===== src/hw/rtl/sfrc_pkg.sv =====
// Shared types, constants and CRC helpers for the serial frame receiver/checker.
// No dependencies; the top level refers to everything here by scoped name.
`timescale 1ns / 1ps

package sfrc_pkg;

   // Frame buffer depth; a frame that grows past it is dropped.
   localparam int BUFFER_BYTES = 64;
   localparam int COUNT_W      = $clog2(BUFFER_BYTES + 1);
   localparam int LEN_W        = 9;   // 4 + 255 for the longest sensor frame

   localparam int DATA_W   = 8;
   localparam int IDX_W    = 6;
   localparam int CNT_W    = 16;
   localparam int MAGIC_W  = 32;
   localparam int OFFS_W   = 5;
   localparam int CRC8_W   = 8;
   localparam int CRC16_W  = 16;
   localparam int CSR_IDX_W = 2;

   localparam int REQ_TDATA_W = 8;
   localparam int RSP_TDATA_W = 56;
   localparam int RSP_TUSER_W = 4;

   // Header bytes
   localparam logic [DATA_W-1:0] HDR_CTRL   = 8'hFA;
   localparam logic [DATA_W-1:0] HDR_TUNE   = 8'hFB;
   localparam logic [DATA_W-1:0] HDR_SENSOR = 8'hFC;
   localparam logic [DATA_W-1:0] HDR_CALIB  = 8'hEE;
   localparam logic [DATA_W-1:0] HDR_DIRECT = 8'hEF;

   localparam logic [LEN_W-1:0]  SHORT_LEN       = 9'd2;
   localparam logic [LEN_W-1:0]  TUNE_LEN        = 9'd33;
   localparam logic [LEN_W-1:0]  SENSOR_HDR_LEN  = 9'd3;
   localparam logic [LEN_W-1:0]  SENSOR_OVERHEAD = 9'd4;
   localparam logic [COUNT_W-1:0] SENSOR_LEN_CNT = COUNT_W'(3);
   localparam logic [COUNT_W-1:0] TUNE_CRC_SPAN  = COUNT_W'(30);
   localparam logic [DATA_W-1:0] TUNE_TAIL       = 8'hFE;

   localparam logic [CRC8_W-1:0]  CRC8_POLY  = 8'h07;
   localparam logic [CRC16_W-1:0] CRC16_POLY = 16'h1021;

   // Configuration register indexes
   localparam logic [CSR_IDX_W-1:0] CSR_MAGIC_WORD   = 2'd0;
   localparam logic [CSR_IDX_W-1:0] CSR_MAGIC_OFFSET = 2'd1;

   localparam logic [MAGIC_W-1:0] MAGIC_WORD_RST   = 32'h40490FDA;
   localparam logic [OFFS_W-1:0]  MAGIC_OFFSET_RST = 5'd26;

   typedef enum logic [2:0] {
      KIND_CTRL   = 3'd0,
      KIND_TUNE   = 3'd1,
      KIND_SENSOR = 3'd2,
      KIND_CALIB  = 3'd3,
      KIND_DIRECT = 3'd4
   } kind_type;

   typedef enum logic [2:0] {
      ST_OK        = 3'd0,
      ST_MAGIC     = 3'd1,
      ST_TAIL      = 3'd2,
      ST_CRC16     = 3'd3,
      ST_CRC8      = 3'd4,
      ST_OVERFLOW  = 3'd5
   } status_type;

   typedef struct packed {
      logic               consumed;
      kind_type           frame_kind;
      logic [IDX_W-1:0]   byte_index;
      logic [DATA_W-1:0]  byte_value;
      logic               frame_end;
      status_type         status;
      logic [CNT_W-1:0]   good_frames;
      logic [CNT_W-1:0]   bad_frames;
   } rsp_type;

   function automatic logic [CRC8_W-1:0] crc8_next(input logic [CRC8_W-1:0] crc,
                                                   input logic [DATA_W-1:0] b);
      logic [CRC8_W-1:0] c;
      c = crc ^ b;
      for (int i = 0; i < 8; i++) begin
         c = c[CRC8_W-1] ? ((c << 1) ^ CRC8_POLY) : (c << 1);
      end
      return c;
   endfunction

   function automatic logic [CRC16_W-1:0] crc16_next(input logic [CRC16_W-1:0] crc,
                                                     input logic [DATA_W-1:0] b);
      logic [CRC16_W-1:0] c;
      c = crc ^ {b, 8'h00};
      for (int i = 0; i < 8; i++) begin
         c = c[CRC16_W-1] ? ((c << 1) ^ CRC16_POLY) : (c << 1);
      end
      return c;
   endfunction

endpackage


===== src/hw/rtl/serial_frame_receiver_checker_top.sv =====
// Serial frame receiver/checker: header decode, running CRCs, end-of-frame checks.
// Depends on sfrc_pkg.
`timescale 1ns / 1ps

// One received byte per request, one result per request, one request per clock
// sustained while rsp_tready keeps up: the whole frame update (header decode, CRC-8
// and CRC-16 byte steps, magic capture and end checks) sits between the request
// handshake and the result register. A two-entry result stage (output register plus
// skid) keeps req_tready high while a single result waits on rsp_tready.
// Headers 0xFA/0xEE/0xEF open 2-byte frames, 0xFB a 33-byte tuning frame and 0xFC
// a sensor frame of 4 + length bytes; a frame past the 64-byte buffer is dropped
// and its next byte comes back unconsumed with overflow status. Write csr_* only
// while no request is in flight.
module serial_frame_receiver_checker_top (
   input  logic                                clock,
   input  logic                                reset,
   // request: [7:0] rx_byte
   input  logic                                req_tvalid,
   output logic                                req_tready,
   input  logic [sfrc_pkg::REQ_TDATA_W-1:0]    req_tdata,
   // response: [5:0] byte_index, [13:6] byte_value, [16:14] status,
   // [32:17] good_frames, [48:33] bad_frames, [55:49] zero
   output logic                                rsp_tvalid,
   input  logic                                rsp_tready,
   output logic [sfrc_pkg::RSP_TDATA_W-1:0]    rsp_tdata,
   // response user: [0] consumed, [3:1] frame_kind
   output logic [sfrc_pkg::RSP_TUSER_W-1:0]    rsp_tuser,
   output logic                                rsp_tlast,
   // configuration write
   input  logic                                csr_valid,
   output logic                                csr_ready,
   input  logic [sfrc_pkg::CSR_IDX_W-1:0]      csr_index,
   input  logic [sfrc_pkg::MAGIC_W-1:0]        csr_data
);

   typedef enum logic [5:0] {
      PH_IDLE   = 6'b000001,
      PH_CTRL   = 6'b000010,
      PH_TUNE   = 6'b000100,
      PH_SENSOR = 6'b001000,
      PH_CALIB  = 6'b010000,
      PH_DIRECT = 6'b100000
   } phase_type;

   localparam int COUNT_W = sfrc_pkg::COUNT_W;
   localparam int LEN_W   = sfrc_pkg::LEN_W;

   // configuration
   logic [sfrc_pkg::MAGIC_W-1:0]  magic_word_ff;
   logic [sfrc_pkg::OFFS_W-1:0]   magic_offset_ff;

   // frame state
   phase_type                     phase_ff, phase_in;
   logic [COUNT_W-1:0]            byte_count_ff, byte_count_in;
   logic [LEN_W-1:0]              expected_length_ff, expected_length_in;
   logic [sfrc_pkg::CRC8_W-1:0]   crc8_ff, crc8_in;
   logic [sfrc_pkg::CRC16_W-1:0]  crc16_ff, crc16_in;
   logic [sfrc_pkg::MAGIC_W-1:0]  captured_magic_ff, captured_magic_in;
   logic [sfrc_pkg::CRC16_W-1:0]  captured_crc16_ff, captured_crc16_in;
   logic [sfrc_pkg::CNT_W-1:0]    good_count_ff, good_count_in;
   logic [sfrc_pkg::CNT_W-1:0]    bad_count_ff, bad_count_in;

   // result stage
   sfrc_pkg::rsp_type             res;
   sfrc_pkg::rsp_type             rsp_data_ff, rsp_data_in;
   sfrc_pkg::rsp_type             skid_data_ff, skid_data_in;
   logic                          rsp_valid_ff, rsp_valid_in;
   logic                          skid_valid_ff, skid_valid_in;

   logic                          req_accept;
   logic [sfrc_pkg::DATA_W-1:0]   b;
   logic [COUNT_W-1:0]            pos;
   logic [COUNT_W-1:0]            magic_diff;
   logic                          in_window;
   logic                          hit;
   logic [LEN_W-1:0]              hdr_len;
   phase_type                     hdr_phase;
   sfrc_pkg::kind_type            hdr_kind;
   sfrc_pkg::kind_type            cur_kind;
   sfrc_pkg::status_type          st;

   assign req_tready = !skid_valid_ff;
   assign req_accept = req_tvalid && req_tready;
   assign csr_ready  = 1'b1;
   assign b          = req_tdata[sfrc_pkg::DATA_W-1:0];
   assign pos        = byte_count_ff;

   // magic window: bytes offset .. offset+3, little-endian
   assign magic_diff = pos - COUNT_W'(magic_offset_ff);
   assign in_window  = (pos >= COUNT_W'(magic_offset_ff)) && (magic_diff < COUNT_W'(4));

   always_comb begin
      hit       = 1'b1;
      hdr_len   = sfrc_pkg::SHORT_LEN;
      hdr_phase = PH_CTRL;
      hdr_kind  = sfrc_pkg::KIND_CTRL;
      case (b)
         sfrc_pkg::HDR_CTRL: begin
            hdr_phase = PH_CTRL;
            hdr_kind  = sfrc_pkg::KIND_CTRL;
         end
         sfrc_pkg::HDR_TUNE: begin
            hdr_phase = PH_TUNE;
            hdr_kind  = sfrc_pkg::KIND_TUNE;
            hdr_len   = sfrc_pkg::TUNE_LEN;
         end
         sfrc_pkg::HDR_SENSOR: begin
            hdr_phase = PH_SENSOR;
            hdr_kind  = sfrc_pkg::KIND_SENSOR;
            hdr_len   = sfrc_pkg::SENSOR_HDR_LEN;
         end
         sfrc_pkg::HDR_CALIB: begin
            hdr_phase = PH_CALIB;
            hdr_kind  = sfrc_pkg::KIND_CALIB;
         end
         sfrc_pkg::HDR_DIRECT: begin
            hdr_phase = PH_DIRECT;
            hdr_kind  = sfrc_pkg::KIND_DIRECT;
         end
         default: begin
            hit = 1'b0;
         end
      endcase
   end

   always_comb begin
      case (phase_ff)
         PH_TUNE:   cur_kind = sfrc_pkg::KIND_TUNE;
         PH_SENSOR: cur_kind = sfrc_pkg::KIND_SENSOR;
         PH_CALIB:  cur_kind = sfrc_pkg::KIND_CALIB;
         PH_DIRECT: cur_kind = sfrc_pkg::KIND_DIRECT;
         default:   cur_kind = sfrc_pkg::KIND_CTRL;
      endcase
   end

   // frame update for the byte in the request
   always_comb begin
      phase_in           = phase_ff;
      byte_count_in      = byte_count_ff;
      expected_length_in = expected_length_ff;
      crc8_in            = crc8_ff;
      crc16_in           = crc16_ff;
      captured_magic_in  = captured_magic_ff;
      captured_crc16_in  = captured_crc16_ff;
      good_count_in      = good_count_ff;
      bad_count_in       = bad_count_ff;
      st                 = sfrc_pkg::ST_OK;

      res.consumed   = 1'b0;
      res.frame_kind = sfrc_pkg::KIND_CTRL;
      res.byte_index = '0;
      res.byte_value = b;
      res.frame_end  = 1'b0;
      res.status     = sfrc_pkg::ST_OK;

      if (req_accept) begin
         if (phase_ff == PH_IDLE) begin
            if (hit) begin
               res.consumed       = 1'b1;
               res.frame_kind     = hdr_kind;
               phase_in           = hdr_phase;
               byte_count_in      = COUNT_W'(1);
               expected_length_in = hdr_len;
               crc8_in            = sfrc_pkg::crc8_next('0, b);
               crc16_in           = sfrc_pkg::crc16_next('0, b);
               captured_magic_in  = (magic_offset_ff == '0) ?
                                    sfrc_pkg::MAGIC_W'(b) : '0;
               captured_crc16_in  = '0;
            end
         end else begin
            res.frame_kind = cur_kind;
            if (byte_count_ff >= COUNT_W'(sfrc_pkg::BUFFER_BYTES)) begin
               // dropped: frame already fills the buffer
               res.byte_index = byte_count_ff[sfrc_pkg::IDX_W-1:0];
               res.frame_end  = 1'b1;
               res.status     = sfrc_pkg::ST_OVERFLOW;
               phase_in       = PH_IDLE;
               byte_count_in  = '0;
            end else begin
               res.consumed   = 1'b1;
               res.byte_index = pos[sfrc_pkg::IDX_W-1:0];
               byte_count_in  = pos + COUNT_W'(1);
               if (cur_kind == sfrc_pkg::KIND_SENSOR &&
                   byte_count_in == sfrc_pkg::SENSOR_LEN_CNT) begin
                  expected_length_in = sfrc_pkg::SENSOR_OVERHEAD + LEN_W'(b);
               end
               if (cur_kind == sfrc_pkg::KIND_TUNE) begin
                  if (in_window) begin
                     captured_magic_in[magic_diff[1:0]*8 +: 8] = b;
                  end
                  if (pos == sfrc_pkg::TUNE_CRC_SPAN) begin
                     captured_crc16_in = {8'h00, b};
                  end else if (pos == sfrc_pkg::TUNE_CRC_SPAN + COUNT_W'(1)) begin
                     captured_crc16_in[15:8] = b;
                  end
               end
               if (LEN_W'(byte_count_in) >= expected_length_in) begin
                  res.frame_end = 1'b1;
                  phase_in      = PH_IDLE;
                  if (cur_kind == sfrc_pkg::KIND_TUNE) begin
                     if (captured_magic_in != magic_word_ff) begin
                        st = sfrc_pkg::ST_MAGIC;
                     end else if (b != sfrc_pkg::TUNE_TAIL) begin
                        st = sfrc_pkg::ST_TAIL;
                     end else if (captured_crc16_in != crc16_ff) begin
                        st = sfrc_pkg::ST_CRC16;
                     end
                  end else if (cur_kind == sfrc_pkg::KIND_SENSOR) begin
                     if (crc8_ff != b) begin
                        st = sfrc_pkg::ST_CRC8;
                     end
                  end
                  res.status = st;
                  if (st == sfrc_pkg::ST_OK) begin
                     good_count_in = good_count_ff + sfrc_pkg::CNT_W'(1);
                  end else begin
                     bad_count_in = bad_count_ff + sfrc_pkg::CNT_W'(1);
                  end
               end
               crc8_in = sfrc_pkg::crc8_next(crc8_ff, b);
               if (pos < sfrc_pkg::TUNE_CRC_SPAN) begin
                  crc16_in = sfrc_pkg::crc16_next(crc16_ff, b);
               end
            end
         end
      end

      res.good_frames = good_count_in;
      res.bad_frames  = bad_count_in;
   end

   // result register with skid entry
   always_comb begin
      rsp_valid_in  = rsp_valid_ff;
      skid_valid_in = skid_valid_ff;
      rsp_data_in   = rsp_data_ff;
      skid_data_in  = skid_data_ff;
      if (rsp_valid_ff && rsp_tready) begin
         if (skid_valid_ff) begin
            rsp_data_in   = skid_data_ff;
            skid_valid_in = 1'b0;
         end else begin
            rsp_valid_in = 1'b0;
         end
      end
      if (req_accept) begin
         if (!rsp_valid_ff || rsp_tready) begin
            rsp_data_in  = res;
            rsp_valid_in = 1'b1;
         end else begin
            skid_data_in  = res;
            skid_valid_in = 1'b1;
         end
      end
   end

   always_ff @(posedge clock) begin
      if (reset) begin
         phase_ff           <= PH_IDLE;
         byte_count_ff      <= '0;
         expected_length_ff <= '0;
         crc8_ff            <= '0;
         crc16_ff           <= '0;
         captured_magic_ff  <= '0;
         captured_crc16_ff  <= '0;
         good_count_ff      <= '0;
         bad_count_ff       <= '0;
         rsp_valid_ff       <= 1'b0;
         skid_valid_ff      <= 1'b0;
      end else begin
         phase_ff           <= phase_in;
         byte_count_ff      <= byte_count_in;
         expected_length_ff <= expected_length_in;
         crc8_ff            <= crc8_in;
         crc16_ff           <= crc16_in;
         captured_magic_ff  <= captured_magic_in;
         captured_crc16_ff  <= captured_crc16_in;
         good_count_ff      <= good_count_in;
         bad_count_ff       <= bad_count_in;
         rsp_valid_ff       <= rsp_valid_in;
         skid_valid_ff      <= skid_valid_in;
      end
   end

   always_ff @(posedge clock) begin
      rsp_data_ff  <= rsp_data_in;
      skid_data_ff <= skid_data_in;
   end

   always_ff @(posedge clock) begin
      if (reset) begin
         magic_word_ff   <= sfrc_pkg::MAGIC_WORD_RST;
         magic_offset_ff <= sfrc_pkg::MAGIC_OFFSET_RST;
      end else if (csr_valid && csr_ready) begin
         case (csr_index)
            sfrc_pkg::CSR_MAGIC_WORD:   magic_word_ff   <= csr_data;
            sfrc_pkg::CSR_MAGIC_OFFSET: magic_offset_ff <= csr_data[sfrc_pkg::OFFS_W-1:0];
            default: begin
            end
         endcase
      end
   end

   assign rsp_tvalid = rsp_valid_ff;
   assign rsp_tlast  = rsp_data_ff.frame_end;
   assign rsp_tuser  = {rsp_data_ff.frame_kind, rsp_data_ff.consumed};
   assign rsp_tdata  = {7'b0, rsp_data_ff.bad_frames, rsp_data_ff.good_frames,
                        rsp_data_ff.status, rsp_data_ff.byte_value,
                        rsp_data_ff.byte_index};

   // skid entry only fills behind a held output
   a_skid_behind_out: assert property (@(posedge clock) disable iff (reset)
      skid_valid_ff |-> rsp_valid_ff)
      else $error("skid entry valid without output entry");

   a_count_in_frame: assert property (@(posedge clock) disable iff (reset)
      (phase_ff != PH_IDLE) |->
         (byte_count_ff != '0) &&
         (byte_count_ff <= COUNT_W'(sfrc_pkg::BUFFER_BYTES)))
      else $error("byte count out of range inside a frame");

   a_counters_hold: assert property (@(posedge clock) disable iff (reset)
      !req_accept |=> $stable(good_count_ff) && $stable(bad_count_ff))
      else $error("frame counters moved without a request");

   a_drop_unconsumed: assert property (@(posedge clock) disable iff (reset)
      (rsp_valid_ff && rsp_data_ff.status == sfrc_pkg::ST_OVERFLOW) |->
         (rsp_data_ff.frame_end && !rsp_data_ff.consumed))
      else $error("overflow result must end the frame and not consume");

endmodule


===== config.mk =====
export PLATFORM = sky130hd
export DESIGN_NAME = serial_frame_receiver_checker_top
export DESIGN_NICKNAME = d
export VERILOG_FILES = /design/src/hw/rtl/sfrc_pkg.sv /design/src/hw/rtl/serial_frame_receiver_checker_top.sv
export SDC_FILE = /design/constraint.sdc
export NUM_CORES = 1
export LEC_CHECK = 0
export BUFFER_PORTS_ARGS = -buffer_cell sky130_fd_sc_hd__buf_4
export CAP_MARGIN = 20
export CORE_UTILIZATION = 25
export DETAILED_ROUTE_END_ITERATION = 10
export PLACE_DENSITY_LB_ADDON = 0.1
export SLEW_MARGIN = 20
export SYNTH_ARGS = -nofsm -noshare
export SYNTH_HDL_FRONTEND = slang
export SYNTH_SLANG_ARGS = --single-unit

===== constraint.sdc =====
create_clock -name clock -period 15.4 [get_ports clock]
set_clock_uncertainty 0.2 [all_clocks]
set_input_delay 0.77 -clock clock [delete_from_list [all_inputs] [get_ports clock]]
set_output_delay 0.77 -clock clock [all_outputs]
set_load 0.05 [all_outputs]

Yosys cells after proc, flatten, opt, wreduce, memory -nomap -nowiden:

Index checks and enable logic that the tools add are counted.
W data, S select, Z words.

* ROM bits: 0
* RAM bits: 0
* logic and storage cells: 235
* flip-flop bits (word level): 273
* latch bits: 0
* memories: 0

* mux-type cells: 116
* multipliers: 0
* add/subtract/negate cells: 6
* equality and inequality tests: 22
* bitwise operators: 35
* magnitude comparators: 5
* shifts and indexed selects: 2
* divide/modulo/power cells: 0
* reduce and logical (&&, ||, !) cells: 20

Operator list (count)
* $mux W16: 21
* $mux W32: 8
* $mux W54: 4
* $mux W13: 16
* $not A3 Y3: 32
* $mux W3: 23
* $mux W9: 7
* $mux W8: 7
* $eq A8 B8 Y1 const B: 5
* $neg A5 Y34: 1
* $shift A8 B34 Y32 const A: 1
* $shiftx A8 B34 Y32: 1
* $add A16 B1 Y16 const B: 2
* $bwmux W32: 1
* $ne A32 B32 Y1: 1
* $mux W6: 5
* $pmux W3 S4: 2
* $pmux W6 S4: 1
* $mux W7: 3
* $mux W4: 5
* $ne A16 B16 Y1: 1
* $xor A16 B16 Y16: 1
* $eq A7 B5 Y1 const B: 2
* $pmux W6 S2: 1
* other kinds (36): 55

Logic depth before layout (Yosys ltp):

Gate-level depths: netlist (run 1).

* word-level depth: 24
* mapped depth: 21
* depth with buffers taken out: 19

Worst setup path before layout (run 1):

No wires, ideal clock.

* kind: register to register
* start: register byte_count_ff[1]
* end: register skid_data_ff[1] in the netlist's numbering, data pin
* stages on the path, launching flop included: 22
* setup slack: 10553 ps
* buffers on the path: 2
* data arrival time: 4387 ps
* setup time: 260 ps
* path through: dfxtp_1 ha_1 and3_1 ha_1 nand2_1 nor2_1 and4b_1 clkbuf_1 mux2_2 ha_1 nand2b_1 a21o_1 a21o_1 a21o_1 a21o_1 a21o_1 a21o_1 nand4_1 a31oi_4 buf_2 mux2i_1 inv_1

* word-level cells in the longest chain between the ends: 22

RTL lines
* start: declaration: RTL line serial_frame_receiver_checker_top.sv:54 `logic [COUNT_W-1:0] byte_count_ff, byte_count_in;`
* start signal: assignment: RTL line serial_frame_receiver_checker_top.sv:272 `byte_count_ff <= byte_count_in;`
* $sub A7 B5 Y7 / $eq A7 B5 Y1 (equally long branches): RTL line serial_frame_receiver_checker_top.sv:89, serial_frame_receiver_checker_top.sv:193
* $neg A5 Y34 / $mux W8 (equally long branches): RTL line serial_frame_receiver_checker_top.sv:189, serial_frame_receiver_checker_top.sv:193
* $shiftx A8 B34 Y32, or another cell as far along: RTL line serial_frame_receiver_checker_top.sv:189 `captured_magic_in[magic_diff[1:0]*8 +: 8] = b;`
* $bwmux W32 / $mux W16 (equally long branches): RTL line serial_frame_receiver_checker_top.sv:189, serial_frame_receiver_checker_top.sv:187
* $mux W32 / $mux W16 (equally long branches): RTL line serial_frame_receiver_checker_top.sv:188, serial_frame_receiver_checker_top.sv:172
* $mux W32 / $mux W16 (equally long branches): RTL line serial_frame_receiver_checker_top.sv:187, serial_frame_receiver_checker_top.sv:157
* $mux W32 / $mux W16 (equally long branches): RTL line serial_frame_receiver_checker_top.sv:172, serial_frame_receiver_checker_top.sv:156
* $mux W32 / $ne A16 B16 Y1 (equally long branches): RTL line serial_frame_receiver_checker_top.sv:157, serial_frame_receiver_checker_top.sv:205
* [... 7 more ...]
* $mux W3: RTL line serial_frame_receiver_checker_top.sv:156 `if (req_accept) begin`
* $logic_not A3 Y1: RTL line serial_frame_receiver_checker_top.sv:214 `if (st == sfrc_pkg::ST_OK) begin`
* $mux W16: RTL line serial_frame_receiver_checker_top.sv:214
* $mux W16: RTL line serial_frame_receiver_checker_top.sv:197 `if (LEN_W'(byte_count_in) >= expected_length_in) begin`
* $mux W16 *: RTL line serial_frame_receiver_checker_top.sv:172 `if (byte_count_ff >= COUNT_W'(sfrc_pkg::BUFFER_BYTES)) begin`
* $mux W16 *: RTL line serial_frame_receiver_checker_top.sv:157 `if (phase_ff == PH_IDLE) begin`
* $mux W16 *: RTL line serial_frame_receiver_checker_top.sv:156
* net bad_count_in, one bit: RTL line serial_frame_receiver_checker_top.sv:61 `logic [sfrc_pkg::CNT_W-1:0] bad_count_ff, bad_count_in;`
* end signal: assignment: RTL line serial_frame_receiver_checker_top.sv:287 `skid_data_ff <= skid_data_in;`
* end: declaration: RTL line serial_frame_receiver_checker_top.sv:66 `sfrc_pkg::rsp_type skid_data_ff, skid_data_in;`

The timed path passes the listed nets; every way through them passes the cells marked *. The select of a mux whose other input is x is not followed.
A chain may end at the register's enable or synchronous reset.

Worst setup path after layout (run 1):

* start: register byte_count_ff[0]
* end: register skid_data_ff[29] in the netlist's numbering, data pin

* word-level cells in the longest chain between the ends: 22

RTL lines
* $sub A7 B5 Y7 / $eq A7 B5 Y1 (equally long branches): RTL line serial_frame_receiver_checker_top.sv:89, serial_frame_receiver_checker_top.sv:193
* $neg A5 Y34 / $mux W8 (equally long branches): RTL line serial_frame_receiver_checker_top.sv:189, serial_frame_receiver_checker_top.sv:193
* $shiftx A8 B34 Y32, or another cell as far along: RTL line serial_frame_receiver_checker_top.sv:189
* $bwmux W32 / $mux W16 (equally long branches): RTL line serial_frame_receiver_checker_top.sv:189, serial_frame_receiver_checker_top.sv:187
* $mux W32 / $mux W16 (equally long branches): RTL line serial_frame_receiver_checker_top.sv:188, serial_frame_receiver_checker_top.sv:172
* $mux W32 / $mux W16 (equally long branches): RTL line serial_frame_receiver_checker_top.sv:187, serial_frame_receiver_checker_top.sv:157
* $mux W32 / $mux W16 (equally long branches): RTL line serial_frame_receiver_checker_top.sv:172, serial_frame_receiver_checker_top.sv:156
* $mux W32 / $ne A16 B16 Y1 (equally long branches): RTL line serial_frame_receiver_checker_top.sv:157, serial_frame_receiver_checker_top.sv:205
* [... 7 more ...]
* $mux W3: RTL line serial_frame_receiver_checker_top.sv:156
* $logic_not A3 Y1: RTL line serial_frame_receiver_checker_top.sv:214
* $mux W16: RTL line serial_frame_receiver_checker_top.sv:214
* $mux W16: RTL line serial_frame_receiver_checker_top.sv:197
* $mux W16 *: RTL line serial_frame_receiver_checker_top.sv:172
* $mux W16 *: RTL line serial_frame_receiver_checker_top.sv:157
* $mux W16 *: RTL line serial_frame_receiver_checker_top.sv:156
* net good_count_in, one bit: RTL line serial_frame_receiver_checker_top.sv:60 `logic [sfrc_pkg::CNT_W-1:0] good_count_ff, good_count_in;`

Marked as above.

==> metrics.md, run 1 <==
| Metric | Value |
|---|---|
| Status | complete, but fails checks |
| Failing checks | design-rule violations |
| CP Depth | 15 |
| Starting Density | 25.4% |
| EDFF count, synth | 54 |
| Worst hold endpoint | skid_valid_ff |
| Top post-synthesis cells by area | dfxtp_1, edfxtp_1, nor2_1, nand2_1, xnor2_1 |
| Vias/cell | 4.98 |
| Max VDD drop | 59.8 uV |
| Post-Place Worst Slack | 9370 ps |
| WL/cell | 19.4 um |
| Largest net degree at the start of global routing | 84 |
| Clk_lat worst skew | 550 ps |
| # nets final | 1831 |
| CP max stage delay | 650 ps |
| IO Port Bufs | 102 |
| CP max FO | 36 |
| Crit path required time | 15480 ps |
| FF-to-FF Start | byte_count_ff[0] |
| Min cycle time layout | 6010 ps |
| Fillcell total | 6288 |
| Most common cell in the synthesized netlist | dfxtp_1 |
| CP Buf/Inv Count | 2 |
| Post-Syn Area | 0.0150 mm2 |
| Post-CTS sizing | 0 |
| Setup Buffers After CTS | 0 |
| Core area | 0.0592 mm2 |
| Reg2reg path depth | 15 |
| Min-Delay Path Class | input port to flop |
| Ant diodes | 0 |
| CP Cell Sequence | inv_1 -> ha_1 -> inv_1 -> fa_1 -> a21o_1 -> a32o_1 -> mux2_2 -> nor2_1 -> a32oi_1 -> a2111oi_0 -> nand4_1 -> nor3_4 -> a32oi_1 -> o21ai_0 -> nand2_1 |
| CTS Buffer Depth | 3 |
| Slew Viols, Final | 0 |
| Syn_area_per_cell | 8.80 um2 |
| Die Wd | 247 um |
| Final core utilization | 29.9% |
| Clock root cell | clkbuf_16 |
| Antenna violation net count after detailed routing | 0 |
| Pre-Repair DR Iteration Count | 8 |
| Hold Buf Count CTS | 0 |
| Ys async rst share | 0% |
| Yosys top cell area share | 29.2% |
| Unrepaired setup endpoints after global routing | false |
| Yosys cell types | 89 |
| Number of cells on the worst hold path | 2 |
| Final Cycle Share | 39.0% |
| Max_cap viols | 0 |
| CP max-delay cell | nor2_1 |
| Final Hold Fails | 0 |
| Top_reg_cell synth | dfxtp_1 |
| Vias | 12700 |
| PnR worst setup slack | 9390 ps |
| Sequential element share of the synthesized area | 40.0% |
| Worst hold start | rsp_tready |
| Global-route wire length before repair | 76.0 mm |
| CTS tree | yes |
| Largest area contributor in the netlist | dfxtp_1 |
| Vias in the first global route | 12300 |
| CP startpoint | byte_count_ff[0] |
| Share of layout cells above drive strength 1 | 15.1% |
| CP top delay family | compound AO/OA/AOI/OAI gates |
| Pleak | 6.73 nW |
| Clock Pin Slew Worst Setup and Hold Paths | 60 ps |
| Cell count after synthesis | 1708 |
| Num CTS Buffers | 36 |
| TritonCTS sink count | 273 |
| Reg-to-Reg End | skid_data_ff[29] |
| Full die area | 0.0611 mm2 |
| Initial antenna violation count | 0 |
| Area Overhead vs Synth | 17.8% |
| Top cells by count, synth | dfxtp_1, nor2_1, nand2_1 |
| DRC viols | 9 |
| Arrival @ worst endpoint | 6080 ps |
| Slew at the pin with the worst max-slew slack | 1140 ps |
| Fmax | 166 MHz |
| Remaining Overflow, GRT | 0 |
| Final setup viols | 0 |
| Total Routing Usage GR | 16.2% |
| Setup TNS | 0 ps |
| Crit path launch type | flop |
| Detail Placement HPWL | 33.6 mm |
| Top-level I/O count | 111 |
| Drt total wl | 49.6 mm |
| Pwr Density | 110 mW/mm2 |
| Die height | 247 um |
| Row count | 89 |
| Slew HR | 23.4% |
| H-tree levels | 2 |
| Register-to-Register Setup Slack | 9390 ps |
| Kind of critical path | flop to flop |
| RD Place Congestion | 0.853 |
| Worst setup EP type | flop |
| #FFs+latches synth | 273 |
| Drt first-iter violations | 730 |
| Synth warnings | 0 |
-- kinds of logic after synthesis --
kind of cell / share of synthesized area [%]
flops: 40.0
simple gates: 20.9
mux: 6.56
xor+xnor: 6.41
compound gates: 18.8
other cells: 0.0500
buf+inv: 4.41
fa+ha+maj: 2.88
-- layout make-up --
type	count	area, um2	share of cell area, %
Clock inverter	14	161	0.912
Multi-Input combinational cell	1279	8440	47.7
Sequential cell	273	6010	33.9
Clock buffer	50	1050	5.91
Inverter	37	139	0.785
Tap cell	773	967	5.47
Timing Repair Buffer	123	936	5.29
-- per-layer routing --
layer  global-route usage (%)  part of all wire (%)
met5                        0                     0
met4                     4.81                   2.5
met3                     2.64                   4.0
met2                     26.1                    45
met1                     22.1                    48
-- stage by stage --
step | hold slack (ps) | instance area, um2 | power (mW) | std cells
after floorplan | 239 | 15000 | 1.01 | 1714
after global placement | 262 | 16500 | 1.11 | 2484
final | 241 | 17700 | 1.95 | 2549
after global routing | 234 | 17700 | 2.04 | 2549
after detailed placement | 269 | 16500 | 1.11 | 2484
after CTS | 207 | 17700 | 1.99 | 2548
-- how the worst max path moves through the flow --
stage	slack (ps)	to
floorplan	10550	skid_data_ff[1]
global placement	9410	skid_data_ff[27]
detailed placement	9370	skid_data_ff[29]
CTS	9340	skid_data_ff[29]
global route	8900	skid_data_ff[29]
finish	9390	skid_data_ff[29]
-- power breakdown --
part / internal, mW / switching, mW / leakage [nW] / total [mW]
Combinational: 0.103 / 0.206 / 3.90 / 0.309
Clock: 0.525 / 0.335 / 0.585 / 0.860
Sequential: 0.759 / 0.0254 / 2.25 / 0.785
-- state kept, by name, indices dropped and copies added, names as in the netlist --
signal and flops:
bad_count_ff 16, byte_count_ff 7, captured_crc16_ff 16, captured_magic_ff 32, crc16_ff 16, crc8_ff 8
expected_length_ff 9, good_count_ff 16, magic_offset_ff 5, magic_word_ff 32, phase_ff 6, rsp_tdata 49
rsp_tlast 1, rsp_tuser 4, rsp_tvalid 1, skid_data_ff 54, skid_valid_ff 1
-- worst reg2reg max path: stages (launching register included) --
cell and delay [ps]:
dfxtp_1 380, inv_1 240, ha_1 210, inv_1 50
fa_1 410, a21o_1 190, a32o_1 300, mux2_2 590
nor2_1 650, a32oi_1 190, a2111oi_0 450, nand4_1 500
nor3_4 570, a32oi_1 310, o21ai_0 390, nand2_1 100
-- placed cells by master (no fill, tap or decap), types with 38 or more instances in the layout --
cell,n
edfxtp_1,54
o21ai_0,47
a22oi_1,52
a31oi_1,43
a21oi_1,78
mux2_2,41
nand3_1,61
xnor2_1,74
mux2i_1,51
dfxtp_1,219
clkbuf_16,38
buf_4,122
nor2_1,183
nand2_1,175
Note: power is estimated with default switching activity, not from simulation.
==> inputs of run 2 (changes only) <==
clock period = 5.9 ns   (was 15.4 ns; I/O delays follow)
==> metrics.md, run 2 (same netlist as run 1, synthesis figures left out) <==
| Metric | Value |
|---|---|
| Status | complete, but fails checks |
| Failing checks | design-rule violations |
| Slew HR | 32.0% |
| Slew Viols, Final | 0 |
| Ant diodes | 0 |
| Share of layout cells above drive strength 1 | 16.2% |
| Pre-Repair DR Iteration Count | 8 |
| Max_cap viols | 0 |
| Max VDD drop | 140 uV |
| CTS tree | yes |
| DRC viols | 8 |
| Vias in the first global route | 12700 |
| CP max FO | 29 |
| Largest register by flop count | skid_data_ff |
| Most frequent cells in the layout | dfxtp_1, nor2_1, nand2_1 |
| Finished Layout Cells | 2624 |
| Remaining Overflow, GRT | 0 |
| Setup TNS | 0 ps |
| H-tree levels | 2 |
| Crit path launch type | flop |
| CTS Buffer Depth | 3 |
| # nets final | 1904 |
| Final setup viols | 0 |
| Vias/cell | 4.96 |
| Initial antenna violation count | 0 |
| Pleak | 7.11 nW |
| Clock Pin Slew Worst Setup and Hold Paths | 60 ps |
| Placed insts | 2513 |
| Core area | 0.0592 mm2 |
| Kind of critical path | flop to flop |
| Max reg flops | 54 |
| Total Power | 5.26 mW |
| Vias | 13000 |
| Unrepaired setup endpoints after global routing | false |
| Cell Area, Placed | 0.0167 mm2 |
| RD Place Congestion | 0.813 |
| Starting Density | 25.4% |
| Commonest non-fill, non-tap cell in the layout | dfxtp_1 |
| IO Port Bufs | 102 |
| Slew at the pin with the worst max-slew slack | 1010 ps |
| Arrival @ worst endpoint | 5490 ps |
| Full die area | 0.0611 mm2 |
| Min Hold Slack | 98.4 ps |
| TritonCTS sink count | 273 |
| Area Overhead vs Synth | 22.7% |
| Clock root cell | clkbuf_16 |
| Worst setup EP type | flop |
| Die height | 247 um |
| Top-level I/O count | 111 |
| Register-to-Register Setup Slack | 490 ps |
| Min-Delay Path Class | input port to flop |
| Pwr Density | 285 mW/mm2 |
| Final Hold Fails | 0 |
| Total Routing Usage GR | 16.5% |
| Global-route wire length before repair | 77.8 mm |
| Crit path required time | 5980 ps |
| Drt first-iter violations | 820 |
| Antenna violation net count after detailed routing | 0 |
| WL/cell | 19.2 um |
| Final instance area | 0.0184 mm2 |
| Largest net degree at the start of global routing | 62 |
| Clk_lat worst skew | 550 ps |
| Row count | 89 |
| Fmax | 185 MHz |
| Num CTS Buffers | 37 |
| Die Wd | 247 um |
| Drt total wl | 50.3 mm |
| Min cycle time layout | 5410 ps |
| Final Cycle Share | 91.7% |
| Detail Placement HPWL | 33.9 mm |
run 2: cell count changes in the layout (fill, tap and decap cells not counted), sizes merged:
cell / delta
dlygate4sd3: +42
buf: +30
clkbuf: +7
clkinv: -4
clkinvlp: -2
bufinv: +1
inv: +1
run 2: worst paths after layout:
path                            to              from  depth (start not counted)
setup / recovery  skid_data_ff[29]  byte_count_ff[0]                         16
hold / removal     bad_count_ff[1]             reset                          2
setup reg to reg  skid_data_ff[29]  byte_count_ff[0]                         16
hold reg to reg         crc8_ff[4]        crc8_ff[4]                          2
run 2: what timing repair did:
item	4_1_cts	5_1_grt
endpoints found under the hold margin	55	0
setup buffers	0	0
resized for setup	0	0
hold buffers	42	0
setup endpoints to repair	0	0
run 2: stage by stage:
step                worst slack (ps)  util (%)
CTS                              527      31.0
floorplan                       1050         -
detailed placement               565      28.1
global placement                 522      28.1
global route                    76.4      31.1
finish                           488      31.1
run 2: power by group:
group,internal (mW),leakage (nW),switching (mW),total [mW]
clock network,1.48,0.627,0.875,2.36
logic,0.301,4.23,0.554,0.854
registers,1.98,2.25,0.0646,2.05
total,3.77,7.11,1.49,5.26
run 2: critical path, cell delays in order (launching register included):
cell and delay, ps:
dfxtp_1 380, inv_1 110, ha_1 160, inv_1 50, fa_1 390, or2_2 310
o22ai_1 170, and4_1 490, buf_4 380, nand4_2 340, a211o_1 390, a32oi_1 180
nand4_1 380, nor3_4 450, a32oi_1 290, o21ai_0 370, nand2_1 90
run 2: final cells by class:
class                           instances  area, um2
Fill cell                            6242      40800
Multi-Input combinational cell       1279       8440
Sequential cell                       273       6010
Timing Repair Buffer                  195       1610
Clock buffer                           57       1120
Tap cell                              773        967
Clock inverter                         10        156
Inverter                               37        139
run 2: routing by layer:
metal  routed length (um)  vias to the layer above  track usage, %
li1                     -                     6432               -
met2                22700                      300            26.5
met4                  967                        0            4.34
met1                24300                     6231            22.9
met5                    0                        -               0
met3                 2270                       63            2.62
==> inputs of run 3 (changes only) <==
CTS_BUF_LIST = sky130_fd_sc_hd__clkbuf_8   (was not set)
==> metrics.md, run 3 (same netlist as run 1, synthesis figures left out) <==
| Metric | Value |
|---|---|
| Die height | 247 um |
| Failing checks | design-rule violations |
| CTS Buffer Depth | 3 |
| IO Port Bufs | 102 |
| H-tree levels | 2 |
| Min cycle time layout | 5460 ps |
| Final instance area | 0.0184 mm2 |
| Reg area | 0.00601 mm2 |
| Hold Buf Count CTS | 56 |
| Pre-Repair DR Iteration Count | 8 |
| Antenna violation net count after detailed routing | 0 |
| Global-route wire length before repair | 79.1 mm |
| Slew at the pin with the worst max-slew slack | 993 ps |
| Top-level I/O count | 111 |
| Final core utilization | 31.0% |
| Core area | 0.0592 mm2 |
| Num CTS Buffers | 53 |
| Full die area | 0.0611 mm2 |
| Status | complete, but fails checks |
| Remaining Overflow, GRT | 0 |
| Area Overhead vs Synth | 22.2% |
| RD Place Congestion | 0.813 |
| Total Power | 4.83 mW |
| Clk_lat worst skew | 660 ps |
| Worst setup EP type | flop |
| Clock Pin Slew Worst Setup and Hold Paths | 70 ps |
| Row count | 89 |
| Share of layout cells above drive strength 1 | 16.4% |
| Total Routing Usage GR | 16.8% |
| Slew Viols, Final | 0 |
| Die Wd | 247 um |
| CTS tree | yes |
| Post-CTS sizing | 0 |
| Pwr Density | 263 mW/mm2 |
| Setup TNS | 0 ps |
| Crit path launch type | flop |
| Max VDD drop | 164 uV |
| Placed insts | 2513 |
| Kind of critical path | flop to flop |
| Clock root cell | clkbuf_8 |
| Drt first-iter violations | 829 |
| Final setup viols | 0 |
| Initial antenna violation count | 1 |
| Largest register by flop count | skid_data_ff |
| Final Cycle Share | 92.5% |
| Commonest non-fill, non-tap cell in the layout | dfxtp_1 |
| Multi-input combinational cell area | 0.00844 mm2 |
| Detail Placement HPWL | 33.9 mm |
| Setup Buffers After CTS | 0 |
| Min-Delay Path Class | input port to flop |
| Unrepaired setup endpoints after global routing | false |
| # nets final | 1934 |
| Final Hold Fails | 0 |
| Max_cap viols | 0 |
| Drt total wl | 50.9 mm |
| Fillcell total | 6312 |
| Most frequent cells in the layout | dfxtp_1, nor2_1, nand2_1 |
| TritonCTS sink count | 273 |
| Vias in the first global route | 13000 |
| Largest net degree at the start of global routing | 62 |
| Pleak | 7.15 nW |
| Finished Layout Cells | 2670 |
| Starting Density | 25.4% |
| WL/cell | 19.1 um |
| Cell Area, Placed | 0.0167 mm2 |
| Max reg flops | 54 |
| Vias | 13200 |
| Arrival @ worst endpoint | 5630 ps |
| Slew HR | 33.4% |
| CP max FO | 29 |
| Fmax | 183 MHz |
| Crit path required time | 6070 ps |
| Vias/cell | 4.95 |
| DRC viols | 8 |
## run 3: changes by cell type in the layout (fill, tap and decap cells not counted)
cell and change:
clkbuf_8 +54, clkbuf_16 -39, inv_1 +25, dlygate4sd3_1 +14
clkbuf_1 -10, clkinv_1 +5, bufinv_16 -2, clkinv_2 -2
clkinvlp_4 -1, diode_2 +1, inv_8 +1
## run 3: worst max-delay path, cell delays in order (launching register included)
cell and delay (ps):
dfxtp_1 380, inv_1 100, ha_1 150, inv_1 50
fa_1 390, or2_2 310, o22ai_1 170, and4_1 490
buf_4 380, nand4_2 330, a211o_1 380, a32oi_1 170
nand4_1 400, nor3_4 460, a32oi_1 300, o21ai_0 380
nand2_1 80
## run 3: cell type report
type | instances | share of cell area, %
clock buffer | 62 | 4.65
tap | 773 | 5.27
timing repair buffer | 209 | 9.53
inverter | 37 | 0.757
clock inverter | 36 | 1.10
antenna | 1 | 0.0136
sequential | 273 | 32.7
multi-input combinational | 1279 | 46.0
## run 3: stage by stage
step / hold WS [ps] / worst slack, ps
floorplan: 192 / 1050
global placement: 261 / 522
detailed placement: 265 / 565
CTS: 117 / 490
global route: 181 / 25.0
finish: 154 / 441
## run 3: where the power goes
part	internal, mW	switching, mW
clock	1.04	0.880
combinational	0.304	0.554
sequential	1.98	0.0650
## run 3: final timing paths
| check | from | end | slack [ps] | cells after the start |
|---|---|---|---|---|
| worst max register to register | byte_count_ff[0] | skid_data_ff[31] | 440 | 16 |
| worst min register to register | crc8_ff[4] | crc8_ff[4] | 270 | 2 |
| worst min-delay path | csr_valid | magic_offset_ff[1] | 150 | 4 |
| worst max-delay path | byte_count_ff[0] | skid_data_ff[31] | 440 | 16 |
## run 3: routing by layer
metal	up-vias	GRT usage, %	share of wire, %
met2	271	27.0	45
met1	6393	23.1	49
li1	6494	-	-
met3	70	2.57	4.0
met4	0	4.34	1.8
met5	-	0	0
